--- config.mk ---
export PLATFORM = sky130hd
export DESIGN_NAME = terminal_key_decoder
export DESIGN_NICKNAME = d
export VERILOG_FILES = /design/src/hdl/tkd_pkg.sv /design/src/hdl/tkd_ctrl.sv /design/src/hdl/tkd_dp.sv /design/src/hdl/terminal_key_decoder.sv
export SDC_FILE = /design/constraint.sdc
export NUM_CORES = 1
export LEC_CHECK = 0
export ABC_AREA = 0
export BUFFER_PORTS_ARGS = -buffer_cell sky130_fd_sc_hd__buf_2
export CORE_ASPECT_RATIO = 2
export CORE_MARGIN = 1.5
export CORE_UTILIZATION = 60
export CTS_CLUSTER_DIAMETER = 100
export DETAILED_ROUTE_END_ITERATION = 7
export PLACE_DENSITY = 0.81
export SYNTH_ARGS = -nofsm -noshare
export SYNTH_HDL_FRONTEND = slang
export SYNTH_HIERARCHICAL = 1
export SYNTH_SLANG_ARGS = --single-unit
--- constraint.sdc ---
create_clock -name clk -period 5.1 [get_ports clk]
set_input_delay 1.53 -clock clk [delete_from_list [all_inputs] [get_ports clk]]
set_output_delay 1.53 -clock clk [all_outputs]
set_load 0.01 [all_outputs]
--- src/hdl/tkd_pkg.sv ---
`timescale 1ns / 1ps
// package: key codes, byte constants, handshake structs and decode functions
package tkd_pkg;

	// longest escape sequence kept before it is dropped
	localparam int ESC_MAX = 16;
	localparam int PLEN_W  = $clog2(ESC_MAX);

	localparam logic [7:0] B_ESC    = 8'h1B;
	localparam logic [7:0] B_CSI    = 8'h5B;
	localparam logic [7:0] B_SS3    = 8'h4F;
	localparam logic [7:0] B_SPACE  = 8'h20;
	localparam logic [7:0] B_FIN_LO = 8'h40;
	localparam logic [7:0] B_FIN_HI = 8'h7E;
	localparam logic [7:0] B_DEL    = 8'h7F;

	typedef enum logic [4:0] {
		KEY_NONE      = 5'd0,
		KEY_CHAR      = 5'd1,
		KEY_ENTER     = 5'd2,
		KEY_TAB       = 5'd3,
		KEY_BKSP      = 5'd4,
		KEY_CTRL_C    = 5'd5,
		KEY_CTRL_D    = 5'd6,
		KEY_CTRL_L    = 5'd7,
		KEY_CTRL_U    = 5'd8,
		KEY_CTRL_W    = 5'd9,
		KEY_ESCAPE    = 5'd10,
		KEY_UP        = 5'd11,
		KEY_DOWN      = 5'd12,
		KEY_RIGHT     = 5'd13,
		KEY_LEFT      = 5'd14,
		KEY_HOME      = 5'd15,
		KEY_END       = 5'd16,
		KEY_DELETE    = 5'd17,
		KEY_PGUP      = 5'd18,
		KEY_PGDN      = 5'd19,
		KEY_PASTE_BEG = 5'd20,
		KEY_PASTE_END = 5'd21
	} key_t;

	typedef struct packed {
		logic load;
		logic step;
		logic push;
		logic push_last;
	} tkd_cmd_t;

	typedef struct packed {
		logic work;
		logic emit;
		logic held_valid;
		logic out_free;
	} tkd_stat_t;

	// control bytes with a key of their own
	function automatic key_t ctl_key(input logic [7:0] c);
		key_t k;
		k = KEY_NONE;
		case (c)
			8'h0D, 8'h0A: k = KEY_ENTER;
			8'h09:        k = KEY_TAB;
			8'h7F, 8'h08: k = KEY_BKSP;
			8'h03:        k = KEY_CTRL_C;
			8'h04:        k = KEY_CTRL_D;
			8'h0C:        k = KEY_CTRL_L;
			8'h15:        k = KEY_CTRL_U;
			8'h17:        k = KEY_CTRL_W;
			default:      k = KEY_NONE;
		endcase
		return k;
	endfunction

	// total length of a utf-8 char from its lead, zero when not a lead
	function automatic logic [2:0] utf8_len(input logic [7:0] c);
		logic [2:0] n;
		n = 3'd0;
		if (c[7] == 1'b0)
			n = 3'd1;
		else if (c[7:5] == 3'b110)
			n = 3'd2;
		else if (c[7:4] == 4'b1110)
			n = 3'd3;
		else if (c[7:3] == 5'b11110)
			n = 3'd4;
		return n;
	endfunction

	// key for a csi/ss3 final byte and its exact parameter string
	function automatic key_t seq_key(input logic [PLEN_W-1:0] plen, input logic [7:0] p0,
			input logic [7:0] p1, input logic [7:0] p2, input logic [7:0] fin);
		key_t k;
		k = KEY_NONE;
		if (plen == PLEN_W'(0)) begin
			case (fin)
				8'h41:   k = KEY_UP;
				8'h42:   k = KEY_DOWN;
				8'h43:   k = KEY_RIGHT;
				8'h44:   k = KEY_LEFT;
				8'h48:   k = KEY_HOME;
				8'h46:   k = KEY_END;
				default: k = KEY_NONE;
			endcase
		end else if (fin == B_FIN_HI) begin
			if (plen == PLEN_W'(1)) begin
				case (p0)
					8'h31, 8'h37: k = KEY_HOME;
					8'h33:        k = KEY_DELETE;
					8'h34, 8'h38: k = KEY_END;
					8'h35:        k = KEY_PGUP;
					8'h36:        k = KEY_PGDN;
					default:      k = KEY_NONE;
				endcase
			end else if (plen == PLEN_W'(3) && p0 == 8'h32 && p1 == 8'h30) begin
				if (p2 == 8'h30)
					k = KEY_PASTE_BEG;
				else if (p2 == 8'h31)
					k = KEY_PASTE_END;
			end
		end
		return k;
	endfunction

endpackage

--- src/hdl/tkd_ctrl.sv ---
`timescale 1ns / 1ps
// controller: input acceptance and sequencing of decode steps and result pushes
module tkd_ctrl import tkd_pkg::*; (
	input  logic      clk,
	input  logic      arst_n,
	input  logic      in_valid,
	output logic      in_stall,
	input  tkd_stat_t stat,
	output tkd_cmd_t  cmd
);

	typedef enum logic {
		C_IDLE,
		C_RUN
	} cstate_t;

	cstate_t state_q;
	cstate_t state_nx;

	always_ff @(posedge clk or negedge arst_n) begin
		if (!arst_n) begin
			state_q <= C_IDLE;
		end else begin
			state_q <= state_nx;
		end
	end

	always_comb begin
		cmd      = '0;
		state_nx = state_q;
		in_stall = 1'b1;
		case (state_q)
			C_IDLE: begin
				in_stall = 1'b0;
				if (in_valid) begin
					cmd.load = 1'b1;
					state_nx = C_RUN;
				end
			end
			C_RUN: begin
				if (stat.work) begin
					// a new result displaces the held one only when the output can take it
					if (!(stat.emit && stat.held_valid)) begin
						cmd.step = 1'b1;
					end else if (stat.out_free) begin
						cmd.step = 1'b1;
						cmd.push = 1'b1;
					end
				end else if (!stat.held_valid) begin
					state_nx = C_IDLE;
				end else if (stat.out_free) begin
					cmd.push_last = 1'b1;
					state_nx      = C_IDLE;
				end
			end
			default: state_nx = C_IDLE;
		endcase
	end

endmodule

--- src/hdl/tkd_dp.sv ---
`timescale 1ns / 1ps
// datapath: byte queue, parser state, held result and output register
module tkd_dp import tkd_pkg::*; (
	input  logic        clk,
	input  logic        arst_n,
	input  logic        req_type,
	input  logic [7:0]  data_byte,
	input  tkd_cmd_t    cmd,
	output tkd_stat_t   stat,
	input  logic        out_stall,
	output logic        out_valid,
	output logic [4:0]  key_code,
	output logic [31:0] char_bytes,
	output logic [2:0]  char_len,
	output logic [4:0]  consumed,
	output logic        last
);

	typedef enum logic [1:0] {
		PM_IDLE,
		PM_ESC,
		PM_SEQ,
		PM_UTF
	} pmode_t;

	// parser state
	pmode_t            mode_q;
	pmode_t            m_nx;
	logic [PLEN_W-1:0] plen_q;
	logic [PLEN_W-1:0] plen_nx;
	logic [7:0]        prm_q [3];
	logic [7:0]        prm_nx [3];
	logic [7:0]        ub_q [3];
	logic [7:0]        ub_nx [3];
	logic [1:0]        ucnt_q;
	logic [1:0]        ucnt_nx;
	logic [2:0]        uneed_q;
	logic [2:0]        uneed_nx;

	// bytes still to be decoded in this word
	logic [7:0]        rq_q [3];
	logic [7:0]        rq_nx [3];
	logic [1:0]        rcnt_q;
	logic [1:0]        rcnt_nx;
	logic              flush_q;
	logic              flush_nx;

	// result of one step
	logic              e_emit;
	key_t              e_code;
	logic [31:0]       e_bytes;
	logic [2:0]        e_len;
	logic [4:0]        e_cons;

	logic              hv_q;
	key_t              h_code_q;
	logic [31:0]       h_bytes_q;
	logic [2:0]        h_len_q;
	logic [4:0]        h_cons_q;

	logic              ov_q;
	key_t              o_code_q;
	logic [31:0]       o_bytes_q;
	logic [2:0]        o_len_q;
	logic [4:0]        o_cons_q;
	logic              o_last_q;

	logic [7:0]        cb;
	logic [2:0]        cb_need;
	logic [7:0]        seq_n;
	logic              u_full;
	logic              u_good;

	assign cb      = rq_q[0];
	assign cb_need = utf8_len(cb);
	assign seq_n   = 8'(plen_q) + 8'd2;
	assign u_full  = (({1'b0, ucnt_q} + 3'd1) == uneed_q);
	assign u_good  = (cb[7:6] == 2'b10)
		&& (ucnt_q < 2'd2 || ub_q[1][7:6] == 2'b10)
		&& (ucnt_q < 2'd3 || ub_q[2][7:6] == 2'b10);

	always_comb begin
		e_emit   = 1'b0;
		e_code   = KEY_NONE;
		e_bytes  = '0;
		e_len    = '0;
		e_cons   = '0;
		m_nx     = mode_q;
		plen_nx  = plen_q;
		prm_nx   = prm_q;
		ub_nx    = ub_q;
		ucnt_nx  = ucnt_q;
		uneed_nx = uneed_q;
		rq_nx    = rq_q;
		rcnt_nx  = rcnt_q;
		flush_nx = flush_q;
		if (rcnt_q != 2'd0) begin
			rq_nx[0] = rq_q[1];
			rq_nx[1] = rq_q[2];
			rcnt_nx  = rcnt_q - 2'd1;
			case (mode_q)
				PM_IDLE: begin
					if (cb == B_ESC) begin
						m_nx = PM_ESC;
					end else if (cb < B_SPACE || cb == B_DEL) begin
						e_emit = 1'b1;
						e_code = ctl_key(cb);
						e_cons = 5'd1;
					end else if (cb_need == 3'd1) begin
						e_emit  = 1'b1;
						e_code  = KEY_CHAR;
						e_bytes = {24'd0, cb};
						e_len   = 3'd1;
						e_cons  = 5'd1;
					end else if (cb_need == 3'd0) begin
						e_emit = 1'b1;
						e_cons = 5'd1;
					end else begin
						m_nx     = PM_UTF;
						ub_nx[0] = cb;
						ucnt_nx  = 2'd1;
						uneed_nx = cb_need;
					end
				end
				PM_ESC: begin
					if (cb == B_CSI || cb == B_SS3) begin
						m_nx    = PM_SEQ;
						plen_nx = '0;
					end else begin
						e_emit = 1'b1;
						e_cons = 5'd2;
						m_nx   = PM_IDLE;
					end
				end
				PM_SEQ: begin
					if (cb >= B_FIN_LO && cb <= B_FIN_HI) begin
						e_emit = 1'b1;
						e_code = seq_key(plen_q, prm_q[0], prm_q[1], prm_q[2], cb);
						e_cons = 5'(seq_n + 8'd1);
						m_nx   = PM_IDLE;
					end else if (cb < B_SPACE || cb > B_FIN_HI) begin
						// broken sequence: drop what came before, decode this byte again
						e_emit  = 1'b1;
						e_cons  = 5'(seq_n);
						m_nx    = PM_IDLE;
						rq_nx   = rq_q;
						rcnt_nx = rcnt_q;
					end else if ((seq_n + 8'd1) == 8'(ESC_MAX)) begin
						e_emit = 1'b1;
						e_cons = 5'(ESC_MAX);
						m_nx   = PM_IDLE;
					end else begin
						if (plen_q < PLEN_W'(3))
							prm_nx[plen_q[1:0]] = cb;
						plen_nx = plen_q + PLEN_W'(1);
					end
				end
				PM_UTF: begin
					if (!u_full) begin
						ub_nx[ucnt_q] = cb;
						ucnt_nx       = ucnt_q + 2'd1;
					end else if (u_good) begin
						e_emit      = 1'b1;
						e_code      = KEY_CHAR;
						e_bytes[7:0] = ub_q[0];
						if (ucnt_q >= 2'd2)
							e_bytes[15:8] = ub_q[1];
						if (ucnt_q == 2'd3)
							e_bytes[23:16] = ub_q[2];
						e_bytes[{ucnt_q, 3'b000} +: 8] = cb;
						e_len  = uneed_q;
						e_cons = {2'b00, uneed_q};
						m_nx   = PM_IDLE;
					end else begin
						// malformed: drop the lead, requeue the bytes after it ahead of the rest
						e_emit   = 1'b1;
						e_cons   = 5'd1;
						m_nx     = PM_IDLE;
						rq_nx[0] = (ucnt_q == 2'd1) ? cb : ub_q[1];
						if (ucnt_q == 2'd1)
							rq_nx[1] = rq_q[1];
						else if (ucnt_q == 2'd2)
							rq_nx[1] = cb;
						else
							rq_nx[1] = ub_q[2];
						if (ucnt_q == 2'd3)
							rq_nx[2] = cb;
						else if (ucnt_q == 2'd2)
							rq_nx[2] = rq_q[1];
						else
							rq_nx[2] = rq_q[2];
						rcnt_nx = 2'(3'(ucnt_q) + 3'(rcnt_q) - 3'd1);
					end
				end
				default: m_nx = PM_IDLE;
			endcase
		end else if (flush_q) begin
			flush_nx = 1'b0;
			m_nx     = PM_IDLE;
			case (mode_q)
				PM_ESC: begin
					e_emit = 1'b1;
					e_code = KEY_ESCAPE;
					e_cons = 5'd1;
				end
				PM_SEQ: begin
					e_emit = 1'b1;
					e_cons = 5'(seq_n);
				end
				PM_UTF: begin
					e_emit = 1'b1;
					e_cons = {3'b000, ucnt_q};
				end
				default: e_emit = 1'b0;
			endcase
		end
	end

	assign stat.work       = (rcnt_q != 2'd0) || flush_q;
	assign stat.emit       = e_emit;
	assign stat.held_valid = hv_q;
	assign stat.out_free   = !ov_q || !out_stall;

	always_ff @(posedge clk or negedge arst_n) begin
		if (!arst_n) begin
			mode_q  <= PM_IDLE;
			plen_q  <= '0;
			ucnt_q  <= '0;
			uneed_q <= '0;
			rcnt_q  <= '0;
			flush_q <= 1'b0;
			hv_q    <= 1'b0;
			ov_q    <= 1'b0;
		end else begin
			if (cmd.load) begin
				if (req_type)
					flush_q <= 1'b1;
				else
					rcnt_q <= 2'd1;
			end
			if (cmd.step) begin
				mode_q  <= m_nx;
				plen_q  <= plen_nx;
				ucnt_q  <= ucnt_nx;
				uneed_q <= uneed_nx;
				rcnt_q  <= rcnt_nx;
				flush_q <= flush_nx;
				if (e_emit)
					hv_q <= 1'b1;
			end
			if (cmd.push_last)
				hv_q <= 1'b0;
			if (cmd.push || cmd.push_last)
				ov_q <= 1'b1;
			else if (!out_stall)
				ov_q <= 1'b0;
		end
	end

	always_ff @(posedge clk) begin
		if (cmd.load && !req_type)
			rq_q[0] <= data_byte;
		if (cmd.step) begin
			prm_q <= prm_nx;
			ub_q  <= ub_nx;
			rq_q  <= rq_nx;
			if (e_emit) begin
				h_code_q  <= e_code;
				h_bytes_q <= e_bytes;
				h_len_q   <= e_len;
				h_cons_q  <= e_cons;
			end
		end
		if (cmd.push || cmd.push_last) begin
			o_code_q  <= h_code_q;
			o_bytes_q <= h_bytes_q;
			o_len_q   <= h_len_q;
			o_cons_q  <= h_cons_q;
			o_last_q  <= cmd.push_last;
		end
	end

	assign out_valid  = ov_q;
	assign key_code   = o_code_q;
	assign char_bytes = o_bytes_q;
	assign char_len   = o_len_q;
	assign consumed   = o_cons_q;
	assign last       = o_last_q;

endmodule

--- src/hdl/terminal_key_decoder.sv ---
`timescale 1ns / 1ps
// a key moves from the byte queue through a decode step into the hold register and is
// pushed to the output register once it is free; a word is accepted only while idle,
// after the prior one is done; requeued utf-8 bytes, escape-breaking bytes and output
// stalls lengthen a word; the decoder takes one queued byte per cycle unless a new key
// waits on a full output; a word's last key is held until done so it can carry last
// reset: arst_n clears the controller, the parser (nothing pending) and out_valid at once
module terminal_key_decoder import tkd_pkg::*; (
	input  logic        clk,
	input  logic        arst_n,
	// input words: a terminal byte or a flush
	input  logic        in_valid,
	output logic        in_stall,
	input  logic        req_type,
	input  logic [7:0]  data_byte,
	// decoded keys
	output logic        out_valid,
	input  logic        out_stall,
	output logic [4:0]  key_code,
	output logic [31:0] char_bytes,
	output logic [2:0]  char_len,
	output logic [4:0]  consumed,
	output logic        last
);

	// commands from the controller, status back from the datapath
	tkd_cmd_t  cmd;
	tkd_stat_t stat;

	// sequencing: accept a word, step the decoder until its queue and any flush are done
	// (a new key pushes out the held one), then push any held key out with last set
	tkd_ctrl u_ctrl (
		.clk      (clk),
		.arst_n   (arst_n),
		.in_valid (in_valid),
		.in_stall (in_stall),
		.stat     (stat),
		.cmd      (cmd)
	);

	// parser state for pending escape sequences and utf-8 chars, the byte queue
	// for replay, the hold register and the output register
	tkd_dp u_dp (
		.clk        (clk),
		.arst_n     (arst_n),
		.req_type   (req_type),
		.data_byte  (data_byte),
		.cmd        (cmd),
		.stat       (stat),
		.out_stall  (out_stall),
		.out_valid  (out_valid),
		.key_code   (key_code),
		.char_bytes (char_bytes),
		.char_len   (char_len),
		.consumed   (consumed),
		.last       (last)
	);

endmodule

# Yosys cells after proc, flatten, opt, wreduce, memory -nomap -nowiden
# Index checks and enable logic that the tools add are counted.
dict set report classes {
  add_sub_neg 9
  order_cmp 12
  n_eq_ne 70
  shifts 2
  mux 154
  n_bitwise 13
  n_reduce_logical 51
}
# cell n
set ops {}
lappend ops {{$mux W8} 23}
lappend ops {{$mux W24} 7}
lappend ops {{$mux W32} 4}
lappend ops {{$mux W5} 21}
lappend ops {{$eq A8 B6 Y1 const B} 11}
lappend ops {{$eq A8 B7 Y1 const B} 10}
lappend ops {{$pmux W32 S2} 1}
lappend ops {{$mux W2} 27}
lappend ops {{$bwmux W24} 2}
lappend ops {{$pmux W24 S2} 1}
lappend ops {{$eq A8 B4 Y1 const B} 5}
lappend ops {{$mux W1} 36}
lappend ops {{$reduce_and A7 Y1} 5}
lappend ops {{$bwmux W32} 1}
lappend ops {{$demux W8 S2} 2}
lappend ops {{$eq A8 B5 Y1 const B} 4}
lappend ops {{$pmux W4 S8} 1}
lappend ops {{$shift A8 B7 Y32 const A} 1}
lappend ops {{$shiftx A8 B7 Y32} 1}
lappend ops {{$mux W3} 10}
lappend ops {{$pmux W5 S3} 2}
lappend ops {{$pmux W5 S6} 1}
lappend ops {{$pmux W5 S5} 1}
lappend ops {{$mux W4} 5}
lappend ops {{58 further kinds} 129}
dict set report totals {
  ff_bits 180
  inputBits 13
}

# Logic depth before layout (Yosys ltp)
dict set report logic_depth {
  ltp_word 18
  mapped_depth 16
}

# Cells and area by module
# Netlist, hierarchy kept.
# module instances cells_per_inst area_each_um2
set by_module_without_submodules {}
lappend by_module_without_submodules {tkd_dp 1 657 8252.9}
lappend by_module_without_submodules {tkd_ctrl 1 11 85.1}

# Worst setup path after synthesis
# Ideal clock, no wire load.
dict set report synth_timing {
  kind {reg-to-reg}
  start {register u_dp.rq_q (netlist bit u_dp/cb[7])}
  end {register u_dp.h_bytes_q[0] (enable)}
  setup_time_ns 0.407
  arrival_ns 3.680
  t_required_ns 4.693
  slack_ns 1.013
  path_stages_with_launch 12
  n_path_buf 3
  synth_period_minus_slack_ns 4.087
  path_cell_list {edfxtp_1 -> clkbuf_1 -> or3_1 -> o41ai_4 -> nor3_1 -> a211oi_1 -> o21ai_0 -> buf_4 -> nand2_1 -> o211a_1 -> clkbuf_1 -> and2_1}
}
# element line_no
set synth_rtl {}
lappend synth_rtl {{start, declared} tkd_dp.sv:41} ;# logic [7:0] rq_q [3];
lappend synth_rtl {{start signal, assigned} tkd_dp.sv:266} ;# rq_q <= rq_nx;
lappend synth_rtl {{end signal, assigned} tkd_dp.sv:269} ;# h_bytes_q <= e_bytes;
lappend synth_rtl {{end, declared} tkd_dp.sv:57} ;# logic [31:0] h_bytes_q;

==> results.py <==
metrics = {
    "clocking": {
        "clk_path_buf_depth": 2,
        "hold_buffers": 0,
        "cts_resized": 0,
        "root_buffer": "clkbuf_16",
        "htreeDepth": 4,
        "worstSkewPairLatency_ns": 0.43,
        "cts.clk_slew.worst_paths_ns": 0.08,
        "cts_made_buffers": 17,
        "cts_tree": "built",
        "postCtsSetupRepairBufs": 0,
        "numClockSinks": 180,
    },
    "timing": {
        "fin_crit_ns": 4.36,
        "slew_headroom": 0.330,
        "setup_viol": 0,
        "tightest_slew_ns": 1.00,
        "hold_viol": 0,
        "slew_violations": 0,
        "skew_ns": 0.0109,
        "fmax_mhz": 229,
        "grt_setup_unrepaired": "no",
        "finalSetupTns_ns": 0,
        "fin_crit_sh": 0.855,
    },
    "die": {
        "core_area_mm2": 0.0135,
        "initial_core_util": 0.617,
        "chipWidth_um": 86.4,
        "io-pin-count": 61,
        "std_cell_rows": 60,
        "die_area_mm2": 0.0147,
        "die_h_um": 170,
    },
    "routing": {
        "wl_met2_um": 10500,
        "viasPerCell": 6.52,
        "antenna_left": 0,
        "top_layer": "met4",
        "wirelength_um": 19700,
        "wirelength_met1_um": 7230,
        "via_count": 5819,
        "met3_length_um": 1120,
        "drt_iter0_markers": 659,
        "routedWlPerCell_um": 22.1,
        "first_pass_iters": 6,
        "drc_errors": 0,
    },
    "placement": {
        "gp_congestion": 1.02,
        "dpl.hpwl_um": 14100,
        "port_buffers": 60,
        "placed_cell_area_mm2": 0.00878,
    },
    "synthesis": {
        "ys_seq_area_frac": 0.638,
        "netlist_area_mm2": 0.00834,
        "syn_avg_cell_area_um2": 12.5,
        "synth.distinct_cells": 64,
        "ys_async_sr_fraction": 0.0944,
        "synth_ff_type": "edfxtp_1",
        "synth-seq-cells": 180,
        "yosysWarnings": 6,
        "netlist_instances": 668,
        "synth_edf_count": 163,
    },
    "final_layout": {
        "drive_above_1_share": 0.165,
        "nets": 758,
        "layout.filler_cells": 961,
        "syn2layout_area_growth_pct": 12.8,
        "antennaDiodeCount": 0,
        "final_cell_area_mm2": 0.00941,
    },
    "critical_path": {
        "timing_worst_setup_path_type": "reg2reg",
        "crit_chain": "inv_1 > ha_1 > nand2b_1 > mux2i_1 > o22ai_1 > a21boi_0 > o21ai_0 > nand2_1 > o211a_1 > nor2b_1 > a21oi_1 > a31oi_1",
        "crit_slowest_cell": "a31oi_1",
        "slowest_delay_ns": 0.65,
        "end_kind": "register",
        "start_kind": "register",
        "cp.required_ns": 5.16,
        "critPathArrivalTime_ns": 4.42,
        "crit_fanout": 11,
    },
    "run_status": {
        "status": "finished, final reports clean",
    },
    "grt": {
        "grt_use_total": 0.279,
        "grt_overflow": 0,
        "grt_pass1_vias": 5533,
        "antenna_found_initial": 0,
        "grt_pass1_wl_um": 30500,
        "grt_max_degree": 48,
    },
    "power": {
        "pwr_density_cell_mw_per_mm2": 699,
        "peakVddDrop_uv": 456,
        "leakagePower_nw": 3.57,
    },
    "flow_run": {
        "drv_cap": 0,
    },
    "hold_path": {
        "min_path_type": "reg2reg",
    },
}
[stage by stage]
stage               std cells  worst slack (ns)  power, mW  hold WS [ns]   util
detailed placement        861             0.821       5.23         0.405  0.650
global placement          861             0.898       5.15         0.400  0.650
floorplan                 669              1.01       4.37         0.400      -
global route              893             0.436       6.89         0.419  0.696
finish                    893             0.740       6.58         0.418  0.696
CTS                       893             0.798       6.56         0.421  0.696
[cell usage in the layout (no fill, tap or decap), types with 3 or more instances in the layout]
master | netlist | routed
edfxtp_1 | 163 | 163
nand2_1 | 64 | 64
buf_2 | 3 | 60
nor2_1 | 55 | 55
inv_1 | 28 | 28
a21oi_1 | 27 | 27
mux2i_1 | 24 | 24
o21ai_0 | 20 | 20
ha_1 | 20 | 20
clkbuf_16 | 0 | 17
dfrtp_1 | 17 | 17
and2_1 | 16 | 15
o22ai_1 | 15 | 15
a22oi_1 | 15 | 15
a22o_1 | 14 | 14
nand3_1 | 13 | 13
nand2b_1 | 13 | 13
buf_4 | 2 | 13
nor3_1 | 11 | 11
nor2b_1 | 10 | 10
mux2_2 | 10 | 10
xnor2_1 | 7 | 7
clkinv_8 | 0 | 6
a31oi_1 | 6 | 6
or3_1 | 5 | 5
xor2_1 | 4 | 4
and4_1 | 4 | 4
nor3b_1 | 4 | 4
or4_1 | 4 | 4
o211ai_1 | 4 | 4
and3_1 | 4 | 4
inv_8 | 0 | 3
nand4_1 | 3 | 3
o41ai_1 | 3 | 3
a211o_1 | 3 | 3
o311ai_0 | 3 | 3
nor4_1 | 3 | 3
nor4b_1 | 3 | 3
[cell usage after synthesis (5+ instances only)]
| library cell | number | area, um2 |
|---|---|---|
| edfxtp_1 | 163 | 4890 |
| nand2_1 | 64 | 240 |
| nor2_1 | 55 | 206 |
| clkbuf_1 | 29 | 109 |
| inv_1 | 28 | 105 |
| a21oi_1 | 27 | 135 |
| mux2i_1 | 24 | 240 |
| ha_1 | 20 | 250 |
| o21ai_0 | 20 | 100 |
| dfrtp_1 | 17 | 425 |
| and2_1 | 16 | 100 |
| a22oi_1 | 15 | 113 |
| o22ai_1 | 15 | 93.8 |
| a22o_1 | 14 | 123 |
| nand2b_1 | 13 | 81.3 |
| nand3_1 | 13 | 65.1 |
| nor3_1 | 11 | 55.1 |
| mux2_2 | 10 | 113 |
| nor2b_1 | 10 | 62.6 |
| xnor2_1 | 7 | 61.3 |
| a31oi_1 | 6 | 37.5 |
| or3_1 | 5 | 31.3 |
[area by class of cell]
type                       count  area (um2)  area share
tap                          155         194      0.0206
clock inverter                15         199      0.0212
clock buffer                  17         425      0.0452
sequential                   180        5320       0.566
inverter                      28         105      0.0112
timing repair buffer          73         398      0.0423
multi-input combinational    425        2760       0.294
[kinds of logic after synthesis]
family,count (synthesis),share of synthesized area
simple gates,226,0.138
flops,180,0.638
compound gates,132,0.109
buf+inv,64,0.0311
mux,34,0.0423
fa+ha+maj,20,0.0300
xor+xnor,11,0.0116
other cells,1,0.000450
[state kept, by name (all words and copies together) (netlist names), 2 cells and up]
name / flops
u_dp/consumed: 5
u_dp/prm_q: 24
u_dp/h_code_q: 5
u_dp/h_len_q: 3
u_dp/char_bytes: 32
u_dp/char_len: 3
u_dp/uneed_q: 3
u_dp/key_code: 5
u_dp/cb: 8
u_dp/rcnt_q: 2
u_dp/ub_q: 24
u_dp/h_bytes_q: 32
u_dp/ucnt_q: 2
u_dp/h_cons_q: 5
u_dp/plen_q: 4
u_dp/mode_q: 2
u_dp/rq_q: 16
[where the power goes]
part           switching [mW]  total, mW  internal, mW
combinational            1.62       2.37         0.751
clock                   0.640       1.31         0.675
sequential              0.322       2.89          2.57
[worst paths after layout]
kind / from / endpoint / slack [ns] / cells past startpoint
worst max-delay path: u_dp/plen_q[1] / u_dp/cb[1] / 0.74 / 12
worst min-delay path: u_dp/h_bytes_q[10] / u_dp/char_bytes[10] / 0.42 / 0
worst max register to register: u_dp/plen_q[1] / u_dp/cb[1] / 0.74 / 12
worst min register to register: u_dp/h_bytes_q[10] / u_dp/char_bytes[10] / 0.42 / 0
max in group asynchronous: arst_n / u_dp/rcnt_q[1] / 3.76 / 1
min in group asynchronous: arst_n / u_ctrl/state_q / 1.02 / 1
[layer usage]
layer | GRT usage | up-vias
met4 | 0.126 | 0
li1 | - | 2599
met1 | 0.329 | 2821
met2 | 0.495 | 327
met5 | 0 | -
met3 | 0.0409 | 72
[worst max-delay path, delay by kind of cell, from the launching register on]
kind	cells	cell delay, ns
muxes	1	0.17
DFF	1	0.51
AOI/OAI and AO/OA	6	1.73
adders and majority gates	1	0.51
and+or+nand+nor	3	0.82
buffers and inverters	1	0.25
(Power assumes the default switching activity.)
